[src/sv/svpg_pkg.sv]
`timescale 1ns / 1ps
// ----------------------------------------------------------------------------
// svpg_pkg
// Types, register indexes and reset values for the supply voltage
// plausibility guard.
// ----------------------------------------------------------------------------
package svpg_pkg;

  localparam logic [5:0]  DEFAULT_CELLS         = 6'd16;
  localparam logic [5:0]  RST_CELL_COUNT        = 6'd0;
  localparam logic [13:0] RST_MAX_CELL_MV       = 14'd4300;
  localparam logic [13:0] RST_MIN_CELL_MV       = 14'd2500;
  localparam logic [15:0] RST_STEP_FRAC_Q16     = 16'd6554;
  localparam logic [15:0] RST_DISTRUST_LIMIT_MS = 16'd2000;

  localparam logic [18:0] MV_MAX       = 19'h7FFFF;
  localparam logic [16:0] DISTRUST_MAX = 17'h1FFFF;

  typedef enum logic [2:0] {
    REG_CELL_COUNT        = 3'd0,
    REG_MAX_CELL_MV       = 3'd1,
    REG_MIN_CELL_MV       = 3'd2,
    REG_STEP_FRAC_Q16     = 3'd3,
    REG_DISTRUST_LIMIT_MS = 3'd4
  } cfg_reg_t;

  typedef struct packed {
    logic signed [19:0] supply_mv;
    logic               supply_ok;
    logic signed [19:0] pack_mv;
    logic               pack_ok;
    logic        [15:0] elapsed_ms;
  } in_item_t;

  typedef struct packed {
    logic [18:0] clamp_mv;
    logic        clamp_ok;
    logic        implausible;
  } out_item_t;

endpackage

[src/sv/supply_voltage_plausibility_guard_core.sv]
`timescale 1ns / 1ps
// ----------------------------------------------------------------------------
// supply_voltage_plausibility_guard_core
// Picks the higher valid supply reading, checks it against the cell band and
// tracks a trusted level that holds off large downward steps.
// ----------------------------------------------------------------------------
// pipeline: an input transaction passes the input register, then the result
//   register, before the result is valid
// throughput: one item per cycle while out_ready holds no result back; the tracked
//   level is updated between the two registers, with one 19x17 multiply for the step test
// reset: synchronous, clears pipeline valids and the tracked level, and loads
//   the configuration reset values
module supply_voltage_plausibility_guard_core
  import svpg_pkg::*;
(
  input  logic        clk,
  input  logic        rst,
  input  logic        in_valid,
  output logic        in_ready,
  input  in_item_t    in_item,
  output logic        out_valid,
  input  logic        out_ready,
  output out_item_t   out_item,
  input  logic        cfg_valid,
  output logic        cfg_ready,
  input  logic [2:0]  cfg_index,
  input  logic [15:0] cfg_data
);

  // configuration
  logic [5:0]  cell_count;
  logic [13:0] max_cell_mv;
  logic [13:0] min_cell_mv;
  logic [15:0] step_frac_q16;
  logic [15:0] distrust_limit_ms;

  // pipeline
  logic      s1_valid;
  in_item_t  s1_item;
  logic      advance;

  // tracker state
  logic [18:0] tracked_mv;
  logic        tracked_ok;
  logic [16:0] distrust_time;
  logic [18:0] tracked_mv_next;
  logic        tracked_ok_next;
  logic [16:0] distrust_time_next;
  out_item_t   result;

  // datapath
  logic               any_ok;
  logic signed [19:0] v;
  logic [5:0]         cells;
  logic [19:0]        v_hi;
  logic [19:0]        v_lo;
  logic               below;
  logic [18:0]        v_u;
  logic [18:0]        hi_sat;
  logic [18:0]        clip;
  logic [16:0]        factor;
  logic [35:0]        track_prod;
  logic [35:0]        v_scaled;
  logic               follow;
  logic [17:0]        dsum;
  logic [16:0]        dsat;
  logic               reanchor;
  logic [18:0]        track_upd;
  logic [16:0]        dist_upd;

  assign cfg_ready = 1'b1;
  assign advance   = !out_valid || out_ready;
  assign in_ready  = !s1_valid || advance;

  always_ff @(posedge clk) begin
    if (rst) begin
      cell_count        <= RST_CELL_COUNT;
      max_cell_mv       <= RST_MAX_CELL_MV;
      min_cell_mv       <= RST_MIN_CELL_MV;
      step_frac_q16     <= RST_STEP_FRAC_Q16;
      distrust_limit_ms <= RST_DISTRUST_LIMIT_MS;
    end else if (cfg_valid) begin
      unique case (cfg_reg_t'(cfg_index))
        REG_CELL_COUNT:        cell_count        <= cfg_data[5:0];
        REG_MAX_CELL_MV:       max_cell_mv       <= cfg_data[13:0];
        REG_MIN_CELL_MV:       min_cell_mv       <= cfg_data[13:0];
        REG_STEP_FRAC_Q16:     step_frac_q16     <= cfg_data;
        REG_DISTRUST_LIMIT_MS: distrust_limit_ms <= cfg_data;
        default: ;
      endcase
    end
  end

  always_comb begin
    any_ok = s1_item.supply_ok || s1_item.pack_ok;
    if (s1_item.pack_ok && (!s1_item.supply_ok || s1_item.pack_mv > s1_item.supply_mv)) begin
      v = s1_item.pack_mv;
    end else begin
      v = s1_item.supply_mv;
    end

    cells = (cell_count == 6'd0) ? DEFAULT_CELLS : cell_count;
    v_hi  = 20'(max_cell_mv) * 20'(cells);
    v_lo  = 20'(min_cell_mv) * 20'(cells);
    below = $signed({v[19], v}) < $signed({1'b0, v_lo});

    // in band the reading is known non-negative and fits 19 bits
    v_u    = v[18:0];
    hi_sat = (v_hi > 20'(MV_MAX)) ? MV_MAX : v_hi[18:0];
    clip   = ({1'b0, v_u} < v_hi) ? v_u : v_hi[18:0];

    // with no track held the seeded level always passes the step test
    factor     = 17'h10000 - {1'b0, step_frac_q16};
    track_prod = 36'(tracked_mv) * 36'(factor);
    v_scaled   = {1'b0, v_u, 16'h0000};
    follow     = !tracked_ok || (v_scaled >= track_prod);

    dsum     = 18'(distrust_time) + 18'(s1_item.elapsed_ms);
    dsat     = dsum[17] ? DISTRUST_MAX : dsum[16:0];
    reanchor = dsat >= {1'b0, distrust_limit_ms};

    if (follow) begin
      track_upd = clip;
      dist_upd  = '0;
    end else if (reanchor) begin
      track_upd = v_u;
      dist_upd  = '0;
    end else begin
      track_upd = tracked_mv;
      dist_upd  = dsat;
    end

    tracked_mv_next    = tracked_mv;
    tracked_ok_next    = tracked_ok;
    distrust_time_next = distrust_time;
    result             = '0;

    priority if (!any_ok) begin
      result = '0;
    end else if (below) begin
      result.clamp_ok    = 1'b1;
      result.implausible = 1'b1;
      result.clamp_mv    = (tracked_ok && {1'b0, tracked_mv} >= v_lo) ? tracked_mv : hi_sat;
    end else begin
      tracked_mv_next    = track_upd;
      tracked_ok_next    = 1'b1;
      distrust_time_next = dist_upd;
      result.clamp_ok    = 1'b1;
      result.implausible = !follow;
      result.clamp_mv    = (v_u > track_upd) ? v_u : track_upd;
    end
  end

  always_ff @(posedge clk) begin
    if (rst) begin
      s1_valid      <= 1'b0;
      out_valid     <= 1'b0;
      tracked_mv    <= '0;
      tracked_ok    <= 1'b0;
      distrust_time <= '0;
    end else begin
      if (in_ready) begin
        s1_valid <= in_valid;
      end
      if (advance) begin
        out_valid <= s1_valid;
      end
      // state moves only when the item leaves the input register
      if (s1_valid && advance) begin
        tracked_mv    <= tracked_mv_next;
        tracked_ok    <= tracked_ok_next;
        distrust_time <= distrust_time_next;
      end
    end
  end

  always_ff @(posedge clk) begin
    if (in_valid && in_ready) begin
      s1_item <= in_item;
    end
    if (s1_valid && advance) begin
      out_item <= result;
    end
  end

endmodule

[config.mk]
export PLATFORM = sky130hd
export DESIGN_NAME = supply_voltage_plausibility_guard_core
export DESIGN_NICKNAME = d
export VERILOG_FILES = /design/src/sv/svpg_pkg.sv /design/src/sv/supply_voltage_plausibility_guard_core.sv
export SDC_FILE = /design/constraint.sdc
export NUM_CORES = 2
export LEC_CHECK = 0
export BUFFER_PORTS_ARGS = -buffer_cell sky130_fd_sc_hd__buf_2
export CORE_ASPECT_RATIO = 0.7
export CORE_MARGIN = 4
export CORE_UTILIZATION = 36
export CTS_CLUSTER_SIZE = 25
export DETAILED_ROUTE_END_ITERATION = 8
export PLACE_DENSITY = 0.58
export SYNTH_ARGS = -nofsm -noshare
export SYNTH_HDL_FRONTEND = slang
export SYNTH_SLANG_ARGS = --single-unit
[constraint.sdc]
create_clock -name clk -period 11.9 [get_ports clk]
set_input_delay 2.38 -clock clk [delete_from_list [all_inputs] [get_ports clk]]
set_output_delay 2.38 -clock clk [all_outputs]
set_load 0.05 [all_outputs]
Word-level counts from Yosys, hierarchy flattened
Cells that the tools add are included.
- add/sub/neg operators: 2
- multiply operators: 3
- order comparisons: 8
- equal/unequal tests: 4
- multiplexer cells: 12
- bitwise logic cells: 1
- reduce and logical (&&, ||, !) cells: 22
- operators by type and width (operator ; count):
    19-bit 2-to-1 mux ; 6
    17-bit 2-to-1 mux ; 3
    14-bit by 6-bit multiplier with 20-bit output ; 2
    35-bit by 36-bit >= comparator with 1-bit output ; 1
    19-bit by 17-bit multiplier with 36-bit output ; 1
    20-bit by 21-bit less-than comparator with 1-bit output ; 1
    21-bit 2-to-1 mux ; 1
    19-bit by 20-bit >= comparator with 1-bit output ; 1
    20-bit by 19-bit greater-than comparator with 1-bit output (second input constant) ; 1
    20-bit greater-than comparator ; 1
    19-bit by 20-bit less-than comparator with 1-bit output ; 1
    20-bit 2-to-1 mux ; 1
    19-bit greater-than comparator ; 1
    17-bit by 16-bit adder with 18-bit output ; 1
    17-bit by 16-bit >= comparator with 1-bit output ; 1
    17-bit by 16-bit subtractor with 17-bit output (first input constant) ; 1
    2-bit AND reduction ; 5
    3-bit by 2-bit == test with 1-bit output (second input constant) ; 2
    6-bit zero test ; 1
    6-bit 2-to-1 mux ; 1
    1-bit zero test ; 5
    1-bit logical OR ; 5
    1-bit logical AND ; 4
    3-bit by 1-bit == test with 1-bit output (second input constant) ; 1
    other kinds (4) ; 4
- bits in registers: 184
- input port bits: 82
- output and inout bits: 24
- word-level logic and storage cells: 70

Longest topological paths before layout
- word-level depth: 10
- gate-level depth with buffers: 53
- mapped depth without buffers: 49

Worst setup path before layout
No wires, ideal clock.
- kind: reg-to-reg
- start point: register step_frac_q16[2]
- end point: register out_item[12] (netlist name), data pin
- setup time: 0.278 ns
- arrival: 11.861 ns
- data required time: 11.622 ns
- path slack: -0.239 ns
- cell stages (with the launch flop): 50
- buffers on the path: 4
- clock period less this slack: 12.139 ns
- cells stage by stage: dfxtp_1 > nor4_1 > nand2_1 > nor2_1 > xnor2_1 > nand2_1 > fa_1 > inv_1 > fa_1 > inv_1 > fa_1 > fa_1 > inv_1 > fa_1 > inv_1 > fa_1 > inv_1 > ha_1 > (+14 left out) > nor4_1 > nand4_1 > a211oi_1 > clkbuf_1 > clkbuf_1 > o21ai_0 > and2_1 > ha_1 > a21o_1 > a21o_1 > a21oi_1 > o221ai_1 > a31oi_1 > nor2_1 > clkbuf_1 > nor2_1 > mux2i_1 > a221oi_1
- longest elaborated chain between the ends: 8
- ends and longest elaborated chain (what ; RTL line ; source):
    start, declared ; supply_voltage_plausibility_guard_core.sv:34 ; logic [15:0] step_frac_q16;
    start signal, assigned ; supply_voltage_plausibility_guard_core.sv:87 ; REG_STEP_FRAC_Q16: step_frac_q16 <= cfg_data;
    17-bit by 16-bit subtractor with 17-bit output * ; supply_voltage_plausibility_guard_core.sv:113 ; factor = 17'h10000 - {1'b0, step_frac_q16};
    19-bit by 17-bit multiplier with 36-bit output * ; supply_voltage_plausibility_guard_core.sv:114 ; track_prod = 36'(tracked_mv) * 36'(factor);
    35-bit by 36-bit >= comparator with 1-bit output * ; supply_voltage_plausibility_guard_core.sv:116 ; follow = !tracked_ok || (v_scaled >= track_prod);
    1-bit logical OR * ; supply_voltage_plausibility_guard_core.sv:116 ;
    19-bit 2-to-1 mux * ; supply_voltage_plausibility_guard_core.sv:122 ; if (follow) begin
    19-bit greater-than comparator ; supply_voltage_plausibility_guard_core.sv:150 ; result.clamp_mv = (v_u > track_upd) ? v_u : track_upd;
    19-bit 2-to-1 mux * ; supply_voltage_plausibility_guard_core.sv:150 ;
    21-bit 2-to-1 mux * ; supply_voltage_plausibility_guard_core.sv:140 ; end else if (below) begin
    end signal, assigned ; supply_voltage_plausibility_guard_core.sv:182 ; out_item <= result;
    end, declared ; supply_voltage_plausibility_guard_core.sv:23 ; output out_item_t out_item,
Every way passes the cells marked *; elsewhere a longest branch is shown, timed or not.
A chain may end at the register's enable or synchronous reset.

Worst setup path after layout
- start point: register step_frac_q16[3]
- end point: register out_item[17] (netlist name), data pin
The elaborated chain is that of the path after synthesis.

==> qor.yml <==
synth_area_leaders: "fa_1 (26%), ha_1 (14%), edfxtp_1 (8.6%)"
grt_pass1_vias: 22960
antenna_left: 0
dr.first_iter.drc_count: 2609
regArea_sq_mm: 0.004481
antennaDiodeCount: 0
ys_seq_elements: 184
p_per_area_mw_per_mm2: 84.61
ys_types: 83
relSlewSlack: 0.3292
firstDrtPassIters: 6
min_period_ns: 11.75
setup_viol: 0
design_power_total_w: 0.002681
numPortBuffers: 104
min_path_type: "flop to flop"
synth_area_leader_cell: "fa_1"
clockRootBuffer: "clkbuf_16"
crit_family: "adder cells"
die_y_microns: 240.1
timing.fmax_mhz: 85.13
place_ws_ns: 0.01024
drc: 0
rows: 84
avgViaCountPerCell: 5.429
max_stage_delay_ns: 0.57
dieArea_sq_mm: 0.08154
setup_ws_ns: 0.1529
path_max_fanout: 10
cp.required_ns: 12.12
cp-end-kind: "flop"
max_cap_viol_count: 0
slew_viol_final: 0
layout_commonest_cell: "nand2_1"
die_w_microns: 339.6
ys_seq_area_frac: 0.1615
vias: 23860
worstReg2RegEnd: "out_item[17]"
grt_pass1_wl_microns: 141000
leakage_nw: 15.00
hpwl_microns: 73180
clock_latency_ns: 0.48
drive_above_1_share: 0.1412
gp_congestion: 0.9358
crit_cells: 48
netlist.area_leader.share: 0.2550
rsz0062_at_grt: "true"
final_cell_mix: "nand2_1 (515), inv_1 (510), fa_1 (346)"
critPathSlowestCell: "fa_1"
worstSetupStartpointType: "flop"
grt_max_degree: 59
hold_viol: 0
routedWlPerCell_microns: 20.96
worstReg2RegStart: "step_frac_q16[3]"
numCtsBuffers: 17
synthToLayoutAreaGrowth_pct: 14.36
synth_nets: 3989
ys.flop_type: "dfxtp_1"
ir_drop_mv: 0.07536
ys_async_sr_fraction: 0
core-area_sq_mm: 0.07567
routed_wl_microns: 92100
run_status: "finished, final reports clean"
cts.sinks: 184
ys_warn_count: 0
tritoncts: "yes"
arrival_ns: 11.97
r2r_setup_slack_ns: 0.15
grtUsageTotal: 0.2240
setup.worst_path.end: "out_item[17]"
num-fill-cells: 7596
synth.cell_area_sq_mm: 0.02771
cts.path.max_buffers: 2
ff2ff_path_depth: 48
clkTransAtPathRegs_ns: 0.08
cp_common_cell: "fa_1"
hold_depth: 2
io_pins: 106
multi_input_area_sq_mm: 0.02148
critPathLaunch: "step_frac_q16[3]"
utilization: 0.4188
initial_utilization: 0.3662
syn_area_per_cell_sq_um: 8.547
final_net_count: 4140
whs_ns: 0.4546
fin_skew_ns: 0.02068
critPathKind: "flop to flop"
antenna_found_initial: 1
synth_edf_count: 79
cts_htree_levels: 4
netlist_instances: 3242
worst_pin_slew_ns: 0.9994
finalCritPeriodShare: 0.9872
cp_num_buf_inv: 9
grt_overflow: 0
## how the worst min path moves through the flow
stage / startpoint / to / slack [ns]
after floorplan: distrust_time[15] / distrust_time[15] / 0.44
after global placement: distrust_time[4] / distrust_time[4] / 0.44
after detailed placement: distrust_limit_ms[5] / distrust_limit_ms[5] / 0.45
after CTS: distrust_limit_ms[5] / distrust_limit_ms[5] / 0.46
after global routing: distrust_limit_ms[15] / distrust_limit_ms[15] / 0.48
final: distrust_limit_ms[5] / distrust_limit_ms[5] / 0.45
## per-layer routing
metal	up-vias	wire length, microns	global-route usage
li1	10976	-	-
met5	-	0	0
met1	11659	45690	0.3623
met3	76	11580	0.06840
met2	1149	33850	0.2893
met4	0	981	0.03282
## state kept, by name, indices dropped and copies added, names as in the netlist
signal             cells
s1_item               58
max_cell_mv           14
cell_count             6
distrust_limit_ms     16
distrust_time         17
out_item              21
tracked_ok             1
min_cell_mv           14
out_valid              1
step_frac_q16         16
s1_valid               1
tracked_mv            19
## cells by family (layout without fill, tap and decap cells)
family | after synthesis | after routing | synth area share
buf+inv | 661 | 824 | 0.09095
compound gates | 515 | 515 | 0.1207
other cells | 1 | 1 | 0.0001353
fa+ha+maj | 665 | 665 | 0.3959
flops | 184 | 184 | 0.1615
mux | 47 | 47 | 0.01788
xor+xnor | 73 | 73 | 0.02308
simple gates | 1096 | 1097 | 0.1898
## where the power goes
group	internal (W)	total (W)	switching, W	leakage [nW]
clock network	0.000288	0.000603	0.000314	0.294
logic	0.000533	0.00135	0.000820	13.1
registers	0.000692	0.000726	0.0000340	1.62
total	0.00151	0.00268	0.00117	15.0
## what timing repair did
action                                  in CTS  in global routing
endpoints found under the setup margin       3                 19
cloned                                       0                  3
pin swaps                                    1                 92
endpoints found under the hold margin        0                  0
resized for setup                            2                170
setup buffers                                0                 43
hold buffers                                 0                  0
## per-stage QoR
stage | TNS [ns] | std cells | cell area [sq um]
2_1_floorplan | 0 | 3242 | 27730
4_1_cts | 0 | 4349 | 30520
6_report | 0 | 4395 | 31690
3_5_place_dp | 0 | 4317 | 29900
3_3_place_gp | 0 | 4317 | 29900
5_1_grt | -4.661 | 4395 | 31690
## cell type report
type / count / area share
tap: 989 / 0.03905
timing repair buffer: 274 / 0.06132
sequential: 184 / 0.1414
clock buffer: 18 / 0.01386
inverter: 518 / 0.06136
multi-input combinational: 2398 / 0.6780
clock inverter: 14 / 0.005015
## synth_stat cells (17+ instances only)
cell type and instances:
xor2_1 37, or3_1 17, fa_1 353, nand4_1 32, nor4_1 21, and2_1 189, nor2b_1 18, a21oi_1 178
mux2i_1 30, o211ai_1 27, xnor2_1 36, nand3_1 67, clkbuf_1 127, nor2_1 90, edfxtp_1 79, inv_1 517
nand2_1 518, dfxtp_1 105, nor3_1 65, a211oi_1 26, o21a_1 20, a21o_1 45, or2_2 17, ha_1 312
o21ai_0 84
## worst reg2reg max path, delay by kind of cell (launching register included)
kind / cells / cell delay, ns
adder cells (fa/ha/maj): 9 / 3.82
AND/OR/NAND/NOR: 16 / 3.27
AO/OA/AOI/OAI: 12 / 2.63
buffers and inverters: 9 / 1.15
flip-flops: 1 / 0.36
XOR/XNOR: 2 / 0.23
Power figures use the tool's default switching activity.
